$ cat config.mk
export PLATFORM = sky130hd
export DESIGN_NAME = md5_message_digest
export DESIGN_NICKNAME = d
export VERILOG_FILES = /design/src/md5_pkg.sv /design/src/md5_message_digest.sv /design/src/md5_datapath.sv /design/src/md5_control.sv
export SDC_FILE = /design/constraint.sdc
export NUM_CORES = 2
export LEC_CHECK = 0
export BUFFER_PORTS_ARGS = -buffer_cell sky130_fd_sc_hd__buf_2
export CORE_ASPECT_RATIO = 1.25
export CORE_MARGIN = 5
export CORE_UTILIZATION = 43
export CTS_BUF_LIST = sky130_fd_sc_hd__clkbuf_2 sky130_fd_sc_hd__clkbuf_4 sky130_fd_sc_hd__clkbuf_8
export DETAILED_ROUTE_END_ITERATION = 7
export GPL_TIMING_DRIVEN = 0
export MAX_ROUTING_LAYER = met4
export SYNTH_ARGS = -nofsm -noshare
export SYNTH_HDL_FRONTEND = slang
export SYNTH_SLANG_ARGS = --single-unit
$ cat constraint.sdc
create_clock -name clock -period 10.29 [get_ports clock]
set_input_delay 0 -clock clock [delete_from_list [all_inputs] [get_ports clock]]
set_output_delay 0 -clock clock [all_outputs]
set_load 0.005 [all_outputs]
$ cat src/md5_pkg.sv
// ----------------------------------------------------------------------------
// MD5 package
// Shared types, constants and round tables for the MD5 digest engine.
// ----------------------------------------------------------------------------
package md5_pkg;

   localparam logic [31:0] INIT_A = 32'h67452301;
   localparam logic [31:0] INIT_B = 32'hEFCDAB89;
   localparam logic [31:0] INIT_C = 32'h98BADCFE;
   localparam logic [31:0] INIT_D = 32'h10325476;
   localparam logic [7:0]  PAD_BYTE = 8'h80;
   localparam logic [5:0]  LEN_POS = 6'd56;

   typedef struct packed {
      logic [7:0] data_byte;
      logic       byte_valid;
      logic       end_of_message;
   } req_type;

   typedef struct packed {
      logic [31:0] digest_word;
      logic [1:0]  word_index;
      logic        last_word;
   } rsp_type;

   typedef enum logic [2:0] {
      ST_IDLE,
      ST_PAD,
      ST_LEN,
      ST_INIT,
      ST_ROUND,
      ST_FOLD,
      ST_EMIT
   } state_type;

   // Controller to datapath commands.
   typedef struct packed {
      logic       wr_byte;     // write byte at current position
      logic [1:0] wr_sel;      // 0: request byte, 1: pad 0x80, 2: zero, 3: length
      logic       cnt_inc;     // advance bit count
      logic       pos_inc;     // advance block position
      logic       load_work;   // copy chain into work words
      logic       do_round;
      logic       fold;        // add work into chain
      logic       reset_msg;   // restore initial state
      logic       latch_len;   // capture final length
   } cmd_type;

   typedef struct packed {
      logic [5:0] pos;
      logic [5:0] rnd;
   } status_type;

   localparam logic [1:0] SEL_REQ  = 2'd0;
   localparam logic [1:0] SEL_PAD  = 2'd1;
   localparam logic [1:0] SEL_ZERO = 2'd2;
   localparam logic [1:0] SEL_LEN  = 2'd3;

   function automatic logic [31:0] sine_k(input logic [5:0] r);
      logic [31:0] k;
      unique case (r)
         6'd0: k = 32'hd76aa478;  6'd1: k = 32'he8c7b756;  6'd2: k = 32'h242070db;
         6'd3: k = 32'hc1bdceee;  6'd4: k = 32'hf57c0faf;  6'd5: k = 32'h4787c62a;
         6'd6: k = 32'ha8304613;  6'd7: k = 32'hfd469501;  6'd8: k = 32'h698098d8;
         6'd9: k = 32'h8b44f7af;  6'd10: k = 32'hffff5bb1; 6'd11: k = 32'h895cd7be;
         6'd12: k = 32'h6b901122; 6'd13: k = 32'hfd987193; 6'd14: k = 32'ha679438e;
         6'd15: k = 32'h49b40821; 6'd16: k = 32'hf61e2562; 6'd17: k = 32'hc040b340;
         6'd18: k = 32'h265e5a51; 6'd19: k = 32'he9b6c7aa; 6'd20: k = 32'hd62f105d;
         6'd21: k = 32'h02441453; 6'd22: k = 32'hd8a1e681; 6'd23: k = 32'he7d3fbc8;
         6'd24: k = 32'h21e1cde6; 6'd25: k = 32'hc33707d6; 6'd26: k = 32'hf4d50d87;
         6'd27: k = 32'h455a14ed; 6'd28: k = 32'ha9e3e905; 6'd29: k = 32'hfcefa3f8;
         6'd30: k = 32'h676f02d9; 6'd31: k = 32'h8d2a4c8a; 6'd32: k = 32'hfffa3942;
         6'd33: k = 32'h8771f681; 6'd34: k = 32'h6d9d6122; 6'd35: k = 32'hfde5380c;
         6'd36: k = 32'ha4beea44; 6'd37: k = 32'h4bdecfa9; 6'd38: k = 32'hf6bb4b60;
         6'd39: k = 32'hbebfbc70; 6'd40: k = 32'h289b7ec6; 6'd41: k = 32'heaa127fa;
         6'd42: k = 32'hd4ef3085; 6'd43: k = 32'h04881d05; 6'd44: k = 32'hd9d4d039;
         6'd45: k = 32'he6db99e5; 6'd46: k = 32'h1fa27cf8; 6'd47: k = 32'hc4ac5665;
         6'd48: k = 32'hf4292244; 6'd49: k = 32'h432aff97; 6'd50: k = 32'hab9423a7;
         6'd51: k = 32'hfc93a039; 6'd52: k = 32'h655b59c3; 6'd53: k = 32'h8f0ccc92;
         6'd54: k = 32'hffeff47d; 6'd55: k = 32'h85845dd1; 6'd56: k = 32'h6fa87e4f;
         6'd57: k = 32'hfe2ce6e0; 6'd58: k = 32'ha3014314; 6'd59: k = 32'h4e0811a1;
         6'd60: k = 32'hf7537e82; 6'd61: k = 32'hbd3af235; 6'd62: k = 32'h2ad7d2bb;
         default: k = 32'heb86d391;
      endcase
      return k;
   endfunction

   function automatic logic [4:0] rot_s(input logic [3:0] i);
      logic [4:0] s;
      unique case (i)
         4'd0: s = 5'd7;   4'd1: s = 5'd12;  4'd2: s = 5'd17;  4'd3: s = 5'd22;
         4'd4: s = 5'd5;   4'd5: s = 5'd9;   4'd6: s = 5'd14;  4'd7: s = 5'd20;
         4'd8: s = 5'd4;   4'd9: s = 5'd11;  4'd10: s = 5'd16; 4'd11: s = 5'd23;
         4'd12: s = 5'd6;  4'd13: s = 5'd10; 4'd14: s = 5'd15;
         default: s = 5'd21;
      endcase
      return s;
   endfunction

endpackage

$ cat src/md5_message_digest.sv
// ----------------------------------------------------------------------------
// MD5 message digest
// Byte-stream MD5 engine: controller plus datapath.
// ----------------------------------------------------------------------------
// A byte is taken whenever req_ready is high; the byte that fills a block
// is followed by load, 64 rounds at one per cycle and fold, then idle again.
// End of message: pad and length writes up to one byte per cycle, one or two
// compressions, then four digest words, one per cycle while rsp_ready is high.
// Reset restores the MD5 initial chaining words and a zero bit count.
module md5_message_digest (
   input  logic              clock,
   input  logic              reset,
   input  logic              req_valid,
   output logic              req_ready,
   input  md5_pkg::req_type  req_data,
   output logic              rsp_valid,
   input  logic              rsp_ready,
   output md5_pkg::rsp_type  rsp_data
);

   md5_pkg::cmd_type    cmd;
   md5_pkg::status_type status;
   logic [1:0]          emit_idx;
   logic [31:0]         emit_word;

   md5_control u_ctrl (
      .clock, .reset, .req_valid, .req_ready, .req_data,
      .rsp_valid, .rsp_ready, .emit_idx, .status, .cmd
   );

   md5_datapath u_dp (
      .clock, .reset, .cmd, .req_byte(req_data.data_byte),
      .emit_idx, .status, .emit_word
   );

   assign rsp_data.digest_word = emit_word;
   assign rsp_data.word_index  = emit_idx;
   assign rsp_data.last_word   = emit_idx == 2'd3;

endmodule

$ cat src/md5_datapath.sv
// ----------------------------------------------------------------------------
// MD5 datapath
// Block buffer memory, bit counter, chaining and working words, round logic.
// ----------------------------------------------------------------------------
module md5_datapath (
   input  logic                 clock,
   input  logic                 reset,
   input  md5_pkg::cmd_type     cmd,
   input  logic [7:0]           req_byte,
   input  logic [1:0]           emit_idx,
   output md5_pkg::status_type  status,
   output logic [31:0]          emit_word
);

   logic [31:0] block_mem [0:15];
   logic [31:0] chain_ff [4];
   logic [31:0] chain_in [4];
   logic [31:0] work_ff [4];
   logic [31:0] work_in [4];
   logic [63:0] count_ff, count_in;
   logic [63:0] len_ff;
   logic [5:0]  pos_ff, pos_in;
   logic [5:0]  rnd_ff, rnd_in;
   logic [3:0]  g_idx;
   logic [31:0] m_word_ff;
   logic [7:0]  wr_data;
   logic [31:0] f_val, sum_val, rot_val;
   logic [4:0]  shamt;
   logic [3:0]  word_addr;
   logic [3:0]  rd_addr;
   logic [5:0]  rnd_next;

   always_comb begin
      unique case (cmd.wr_sel)
         md5_pkg::SEL_REQ:  wr_data = req_byte;
         md5_pkg::SEL_PAD:  wr_data = md5_pkg::PAD_BYTE;
         md5_pkg::SEL_ZERO: wr_data = 8'h00;
         default:           wr_data = len_ff[{pos_ff[2:0], 3'b000} +: 8];
      endcase
   end

   assign word_addr = pos_ff[5:2];

   // Message word index for a given round.
   function automatic logic [3:0] msg_idx(input logic [5:0] r);
      logic [3:0] g;
      unique case (r[5:4])
         2'd0: g = r[3:0];
         2'd1: g = 4'(5 * r[3:0] + 1);
         2'd2: g = 4'(3 * r[3:0] + 5);
         default: g = 4'(7 * r[3:0]);
      endcase
      return g;
   endfunction

   // Prefetch the message word for the next round while the current one runs.
   assign rnd_next = cmd.load_work ? 6'd0 : 6'(rnd_ff + 6'd1);
   assign g_idx    = msg_idx(rnd_next);
   assign rd_addr  = g_idx;

   always_ff @(posedge clock) begin
      if (cmd.wr_byte) begin
         block_mem[word_addr][{pos_ff[1:0], 3'b000} +: 8] <= wr_data;
      end
      m_word_ff <= block_mem[rd_addr];
      // take the count including a byte that arrives with the end mark
      if (cmd.latch_len) begin
         len_ff <= count_in;
      end
   end

   always_comb begin
      logic [31:0] b, c, d;
      b = work_ff[1];
      c = work_ff[2];
      d = work_ff[3];
      unique case (rnd_ff[5:4])
         2'd0: f_val = (b & c) | (~b & d);
         2'd1: f_val = (d & b) | (~d & c);
         2'd2: f_val = b ^ c ^ d;
         default: f_val = c ^ (b | ~d);
      endcase
   end

   assign sum_val = work_ff[0] + f_val + md5_pkg::sine_k(rnd_ff) + m_word_ff;
   assign shamt   = md5_pkg::rot_s({rnd_ff[5:4], rnd_ff[1:0]});
   assign rot_val = (sum_val << shamt) | (sum_val >> (6'd32 - {1'b0, shamt}));

   always_comb begin
      chain_in = chain_ff;
      work_in  = work_ff;
      count_in = count_ff;
      pos_in   = pos_ff;
      rnd_in   = rnd_ff;
      if (cmd.cnt_inc) begin
         count_in = count_ff + 64'd8;
      end
      if (cmd.pos_inc) begin
         pos_in = 6'(pos_ff + 6'd1);
      end
      if (cmd.load_work) begin
         work_in = chain_ff;
         rnd_in  = 6'd0;
      end
      if (cmd.do_round) begin
         work_in[0] = work_ff[3];
         work_in[1] = work_ff[1] + rot_val;
         work_in[2] = work_ff[1];
         work_in[3] = work_ff[2];
         rnd_in     = 6'(rnd_ff + 6'd1);
      end
      if (cmd.fold) begin
         for (int i = 0; i < 4; i++) begin
            chain_in[i] = chain_ff[i] + work_ff[i];
         end
      end
      if (cmd.reset_msg) begin
         chain_in = '{md5_pkg::INIT_A, md5_pkg::INIT_B, md5_pkg::INIT_C, md5_pkg::INIT_D};
         count_in = '0;
         pos_in   = '0;
      end
   end

   always_ff @(posedge clock) begin
      if (reset) begin
         chain_ff <= '{md5_pkg::INIT_A, md5_pkg::INIT_B, md5_pkg::INIT_C, md5_pkg::INIT_D};
         work_ff  <= '{default: '0};
         count_ff <= '0;
         pos_ff   <= '0;
         rnd_ff   <= '0;
      end else begin
         chain_ff <= chain_in;
         work_ff  <= work_in;
         count_ff <= count_in;
         pos_ff   <= pos_in;
         rnd_ff   <= rnd_in;
      end
   end

   assign status.pos     = pos_ff;
   assign status.rnd     = rnd_ff;
   assign emit_word      = chain_ff[emit_idx];

endmodule

$ cat src/md5_control.sv
// ----------------------------------------------------------------------------
// MD5 controller
// Sequences byte writes, padding, compression rounds and digest output.
// ----------------------------------------------------------------------------
module md5_control (
   input  logic                clock,
   input  logic                reset,
   input  logic                req_valid,
   output logic                req_ready,
   input  md5_pkg::req_type    req_data,
   output logic                rsp_valid,
   input  logic                rsp_ready,
   output logic [1:0]          emit_idx,
   input  md5_pkg::status_type status,
   output md5_pkg::cmd_type    cmd
);

   md5_pkg::state_type state_ff, state_in;
   md5_pkg::state_type ret_ff, ret_in;
   logic [1:0] idx_ff, idx_in;
   logic       fin_ff, fin_in;
   logic       req_fire;
   logic       full;

   assign req_fire = req_valid && req_ready;
   assign full     = status.pos == 6'd63;

   // Next state
   always_comb begin
      state_in = state_ff;
      ret_in   = ret_ff;
      idx_in   = idx_ff;
      fin_in   = fin_ff;
      unique case (state_ff)
         md5_pkg::ST_IDLE: begin
            if (req_fire) begin
               fin_in = req_data.end_of_message;
               if (req_data.byte_valid && full) begin
                  state_in = md5_pkg::ST_INIT;
                  ret_in   = req_data.end_of_message ? md5_pkg::ST_PAD : md5_pkg::ST_IDLE;
               end else if (req_data.end_of_message) begin
                  state_in = md5_pkg::ST_PAD;
               end
            end
         end
         md5_pkg::ST_PAD: begin
            // writes 0x80 first, then zeros
            if (full) begin
               state_in = md5_pkg::ST_INIT;
               ret_in   = md5_pkg::ST_PAD;
            end else if (status.pos == 6'd55) begin
               state_in = md5_pkg::ST_LEN;
            end
         end
         md5_pkg::ST_LEN: begin
            if (full) begin
               state_in = md5_pkg::ST_INIT;
               ret_in   = md5_pkg::ST_EMIT;
            end
         end
         md5_pkg::ST_INIT:  state_in = md5_pkg::ST_ROUND;
         md5_pkg::ST_ROUND: begin
            if (status.rnd == 6'd63) begin
               state_in = md5_pkg::ST_FOLD;
            end
         end
         md5_pkg::ST_FOLD: begin
            state_in = ret_ff;
            idx_in   = 2'd0;
         end
         md5_pkg::ST_EMIT: begin
            if (rsp_ready) begin
               idx_in = 2'(idx_ff + 2'd1);
               if (idx_ff == 2'd3) begin
                  state_in = md5_pkg::ST_IDLE;
               end
            end
         end
         default: state_in = md5_pkg::ST_IDLE;
      endcase
   end

   // Outputs
   always_comb begin
      cmd       = '0;
      req_ready = 1'b0;
      rsp_valid = 1'b0;
      unique case (state_ff)
         md5_pkg::ST_IDLE: begin
            req_ready = 1'b1;
            if (req_fire) begin
               cmd.latch_len = 1'b1;
               if (req_data.byte_valid) begin
                  cmd.wr_byte = 1'b1;
                  cmd.wr_sel  = md5_pkg::SEL_REQ;
                  cmd.cnt_inc = 1'b1;
                  cmd.pos_inc = 1'b1;
               end
            end
         end
         md5_pkg::ST_PAD: begin
            cmd.wr_byte = 1'b1;
            cmd.wr_sel  = fin_ff ? md5_pkg::SEL_PAD : md5_pkg::SEL_ZERO;
            cmd.pos_inc = 1'b1;
         end
         md5_pkg::ST_LEN: begin
            cmd.wr_byte = 1'b1;
            cmd.wr_sel  = md5_pkg::SEL_LEN;
            cmd.pos_inc = 1'b1;
         end
         md5_pkg::ST_INIT:  cmd.load_work = 1'b1;
         md5_pkg::ST_ROUND: cmd.do_round = 1'b1;
         md5_pkg::ST_FOLD:  cmd.fold = 1'b1;
         md5_pkg::ST_EMIT: begin
            rsp_valid = 1'b1;
            if (rsp_ready && idx_ff == 2'd3) begin
               cmd.reset_msg = 1'b1;
            end
         end
         default: ;
      endcase
   end

   always_ff @(posedge clock) begin
      if (reset) begin
         state_ff <= md5_pkg::ST_IDLE;
         ret_ff   <= md5_pkg::ST_IDLE;
         idx_ff   <= '0;
         fin_ff   <= 1'b0;
      end else begin
         state_ff <= state_in;
         ret_ff   <= ret_in;
         idx_ff   <= idx_in;
         // pad byte goes out once; later pad cycles write zeros
         fin_ff   <= (state_ff == md5_pkg::ST_PAD) ? 1'b0 : fin_in;
      end
   end

   assign emit_idx = idx_ff;

endmodule
==> impl_results.rst <==
.. list-table::
   :header-rows: 1

   * - Metric
     - Value
   * - CORE AREA
     - 138,800 µm²
   * - Post-route ant nets
     - 0
   * - Minimum clock period after layout
     - 9.843 ns
   * - Number of synthesized flops with an enable pin
     - roughly 580
   * - Delay of the slowest critical-path stage
     - roughly 0.5 ns
   * - Total CTS buffers
     - 166
   * - Highest Clock Rate
     - 101.6 MHz
   * - Total DRC errors in the routed layout
     - 0
   * - Total track usage
     - 37.57%
   * - DRC violation total after the first TritonRoute iteration
     - approximately 6,800
   * - Result of the run
     - complete, but fails checks
   * - Final hold slack
     - about 0.11 ns
   * - Worst Path Required
     - 11.07 ns
   * - WL per Instance
     - 31.59 µm
   * - Kind of cell adding the most delay to the critical path
     - compound AO/OA/AOI/OAI gates
   * - Die X-Extent
     - around 340 µm
   * - Total length of routed wires
     - between 200 and 300 mm
   * - Post-synth cell types
     - 97
   * - I/O pin cnt
     - 51
   * - Placer's final routability congestion estimate
     - 1.222
   * - Die H
     - 427.0 µm
   * - DP HPWL
     - 210.7 mm
   * - Cell at the root of the clock tree
     - sky130_fd_sc_hd__clkbuf_8
   * - Number of hold violations in the final report
     - 0
   * - Kind of end point of the critical path
     - flop
   * - Leading register cell type out of synthesis
     - sky130_fd_sc_hd__edfxtp_1
   * - Worst setup path category
     - flop to flop
   * - Number of fillers in the final layout
     - 13,359
   * - Worst-case setup margin in the final layout
     - ~0.45 ns
   * - Data arrival, critical path
     - 10.62 ns
   * - Post-layout instance count excluding filler cells
     - 8,719
   * - Starting density of the core
     - a little over two fifths
   * - Synthesized net count
     - between 6,000 and 7,000
   * - Largest net degree at the start of global routing
     - 66
   * - Number of buffer cells added on primary ports
     - 50
   * - Number of vias per cell after detailed routing
     - 6.419
   * - Synthesized cell area
     - 59,820 µm²
   * - TNS Setup
     - 0 ns
   * - Unrepaired setup endpoints after global routing
     - false
   * - Number of register bits inferred by synthesis
     - between 900 and 1,000
   * - Clock skew
     - 0.08036 ns
   * - Path type of the worst min-delay path
     - input port to flop
   * - Number of vias after detailed routing
     - 55,963
   * - Number of instances in the placed design
     - 8,401
   * - Number of failing setup endpoints in the final timing report
     - 0
   * - # nets final
     - 7,021
   * - Via count of the first global-routing pass
     - 53,355
   * - Post-synthesis async set-or-reset flop share
     - 0%
   * - Peak supply drop
     - 0.1183 mV
   * - Portion of the post-synthesis area used by sequential elements
     - 42.60%
   * - CTS tree
     - done
   * - Fin. max-slew vios
     - 11
   * - PwrDens
     - 161.7 nW/µm²
   * - Cell with the biggest individual delay on the critical path
     - sky130_fd_sc_hd__fa_1
   * - First drt pass iteration count
     - 6
   * - Kind of start point of the critical path
     - flop
   * - Die area
     - 146,700 µm²
   * - Post-Synthesis Cells
     - approximately 6,500
   * - Leakage power
     - 25.31 nW
   * - Clock network latency to the later pin of the worst-skew pair
     - 0.97 ns
   * - Number of buffer and inverter instances along the worst setup path
     - 7
   * - Violated checks
     - capacitance limit, slew limit
   * - Register Area
     - between 20,000 and 30,000 µm²
   * - Final period util
     - 95.66%
   * - Number of antenna violations at the first check in global routing
     - 14
   * - Number of maximum-capacitance violations
     - 2
   * - Number of clock sinks seen by CTS
     - 985
   * - Worst Setup Slack post-DPL
     - -1.317 ns
   * - Wire length of the first global-routing pass
     - a little under 400 mm
   * - CTS clk-pin slew, worst paths
     - 0.06 ns
   * - Maximum root-to-sink buffer count
     - 3
   * - Worst max-slew margin expressed relative to the limit
     - -3.675%
   * - CP Max Fanout
     - 10
   * - Row count
     - 153
   * - Per-instance average area after synthesis
     - 9.219 µm²
   * - Area growth syn-to-layout
     - 10.67%
   * - Yosys warning count
     - 0
   * - Slew of the pin with the lowest slew margin
     - around 1.6 ns
   * - CTS H-tree lvls
     - 4
   * - Fraction of final layout cells with drive strength greater than 1
     - 7.912%
   * - Footprint of the multi-input gates
     - 31,570 µm²
   * - Total Power
     - 10.70 mW
   * - Overflow after GRT
     - 0
synthesized netlist by cell type, types with 34 or more instances:
library cell	n	share of area [%]
sky130_fd_sc_hd__fa_1	69	2.3
sky130_fd_sc_hd__nor3_1	87	0.73
sky130_fd_sc_hd__o211ai_1	86	1.1
sky130_fd_sc_hd__edfxtp_1	576	29
sky130_fd_sc_hd__a21o_1	110	1.4
sky130_fd_sc_hd__dfxtp_1	409	14
sky130_fd_sc_hd__o21ai_0	258	2.2
sky130_fd_sc_hd__nand2_1	802	5.0
sky130_fd_sc_hd__and3_1	36	0.38
sky130_fd_sc_hd__mux4_2	61	2.3
sky130_fd_sc_hd__ha_1	218	4.6
sky130_fd_sc_hd__nor2b_1	34	0.36
sky130_fd_sc_hd__a311oi_1	73	1.1
sky130_fd_sc_hd__xor2_1	111	1.6
sky130_fd_sc_hd__o311a_1	92	1.5
sky130_fd_sc_hd__clkbuf_1	414	2.6
sky130_fd_sc_hd__mux2i_1	77	1.3
sky130_fd_sc_hd__xnor2_1	128	1.9
sky130_fd_sc_hd__a31oi_1	132	1.4
sky130_fd_sc_hd__inv_1	261	1.6
sky130_fd_sc_hd__nand2b_1	39	0.41
sky130_fd_sc_hd__o21bai_1	40	0.50
sky130_fd_sc_hd__a211oi_1	220	2.8
sky130_fd_sc_hd__a21oi_1	543	4.5
sky130_fd_sc_hd__a22oi_1	74	0.93
sky130_fd_sc_hd__nand3_1	133	1.1
sky130_fd_sc_hd__buf_1	63	0.40
sky130_fd_sc_hd__o22ai_1	218	2.3
sky130_fd_sc_hd__nor2_1	535	3.4
sky130_fd_sc_hd__and2_1	149	1.6
report_power, final:
part | total (mW) | leakage (nW) | internal [mW] | switching, mW
sequential | 4.55 | 8.53 | 4.43 | 0.123
clock | 3.77 | 1.85 | 2.01 | 1.76
combinational | 2.38 | 14.9 | 0.747 | 1.63
total | 10.7 | 25.3 | 7.19 | 3.52
state kept, by name (all words and copies together), names as in the netlist, named ones only:
register         count
u_ctrl.emit_idx      2
u_ctrl.fin_ff        1
u_ctrl.ret_ff        2
u_ctrl.state_ff      3
u_dp.block_mem     512
u_dp.chain_ff      128
u_dp.count_ff       64
u_dp.len_ff         64
u_dp.m_word_ff      32
u_dp.pos_ff          6
u_dp.rnd_ff          6
u_dp.shamt           5
u_dp.work_ff       128
per-layer routing:
metal / track usage (%) / up-vias / wire length [µm]
met3: 6.238 / 984 / 21560
met2: 59.35 / 3108 / 126300
li1: - / 24537 / -
met5: - / - / 0
met4: 28.31 / 0 / 26690
met1: 42.94 / 27334 / 100900
path summary, 6_finish.rpt:
kind | cells after the start | slack [ns] | startpoint | endpoint
hold / removal | 5 | 0.11 | req_data[1] | u_ctrl.state_ff[1]
hold reg to reg | 1 | 0.46 | u_dp.count_ff[0] | u_dp.count_ff[0]
setup / recovery | 39 | 0.45 | u_dp.rnd_ff[4] | u_dp.work_ff[95]
setup reg to reg | 39 | 0.45 | u_dp.rnd_ff[4] | u_dp.work_ff[95]
timing repair:
action                     4_1_cts  5_1_grt
resized for setup               23       25
hold buffers                     8        0
hold endpoints to repair        83        0
setup endpoints to repair       11        5
buffers inserted                 0        4
pin swaps                        0        5
stage by stage:
stage,cell area [µm²],utilization (%)
5_1_grt,66190,47.69
6_report,66200,47.70
2_1_floorplan,59820,-
4_1_cts,66070,47.60
3_3_place_gp,62400,44.96
3_5_place_dp,62430,44.98
cell usage in the layout (no fill, tap or decap), types with 70 or more instances in the layout:
| cell | instances |
|---|---|
| sky130_fd_sc_hd__o211ai_1 | 86 |
| sky130_fd_sc_hd__mux2i_1 | 75 |
| sky130_fd_sc_hd__a31oi_1 | 131 |
| sky130_fd_sc_hd__and2_1 | 148 |
| sky130_fd_sc_hd__nor2_1 | 535 |
| sky130_fd_sc_hd__clkbuf_8 | 193 |
| sky130_fd_sc_hd__xnor2_1 | 125 |
| sky130_fd_sc_hd__o22ai_1 | 216 |
| sky130_fd_sc_hd__nand2_1 | 802 |
| sky130_fd_sc_hd__a21o_1 | 110 |
| sky130_fd_sc_hd__a22oi_1 | 74 |
| sky130_fd_sc_hd__a21oi_1 | 541 |
| sky130_fd_sc_hd__nand3_1 | 133 |
| sky130_fd_sc_hd__dfxtp_1 | 408 |
| sky130_fd_sc_hd__a211oi_1 | 219 |
| sky130_fd_sc_hd__o21ai_0 | 255 |
| sky130_fd_sc_hd__nor3_1 | 86 |
| sky130_fd_sc_hd__ha_1 | 218 |
| sky130_fd_sc_hd__inv_1 | 261 |
| sky130_fd_sc_hd__xor2_1 | 110 |
| sky130_fd_sc_hd__edfxtp_1 | 576 |
| sky130_fd_sc_hd__buf_2 | 70 |
| sky130_fd_sc_hd__clkbuf_1 | 408 |
| sky130_fd_sc_hd__a311oi_1 | 73 |
| sky130_fd_sc_hd__o311a_1 | 92 |
cell families (layout without fill, tap and decap cells):
group,count (synthesis),after routing,share of synthesized area (%)
AO/OA/AOI/OAI,2096,2096,23.38
XOR/XNOR,239,239,3.499
adder cells (fa/ha/maj),318,318,7.387
buffers and inverters,766,1127,4.850
flip-flops,985,985,42.60
multiplexers,161,161,4.018
other,0,9,0
AND/OR/NAND/NOR,1924,1924,14.26
tightest hold or removal path, delay by kind of cell:
family          cells  cell delay [ns]
buf+inv             2             0.69
compound gates      3             0.29
cell type report:
class                           instances  area share (%)
Multi-Input combinational cell       4738           47.69
Tap cell                             1860           3.515
Inverter                              270           1.531
Clock inverter                         47          0.5934
Timing Repair Buffer                   64          0.5726
Clock buffer                          251           4.670
Sequential cell                       985           38.50
Buffer                                495           2.897
Antenna cell                            9         0.03402
Note: power is estimated with default switching activity, not from simulation.
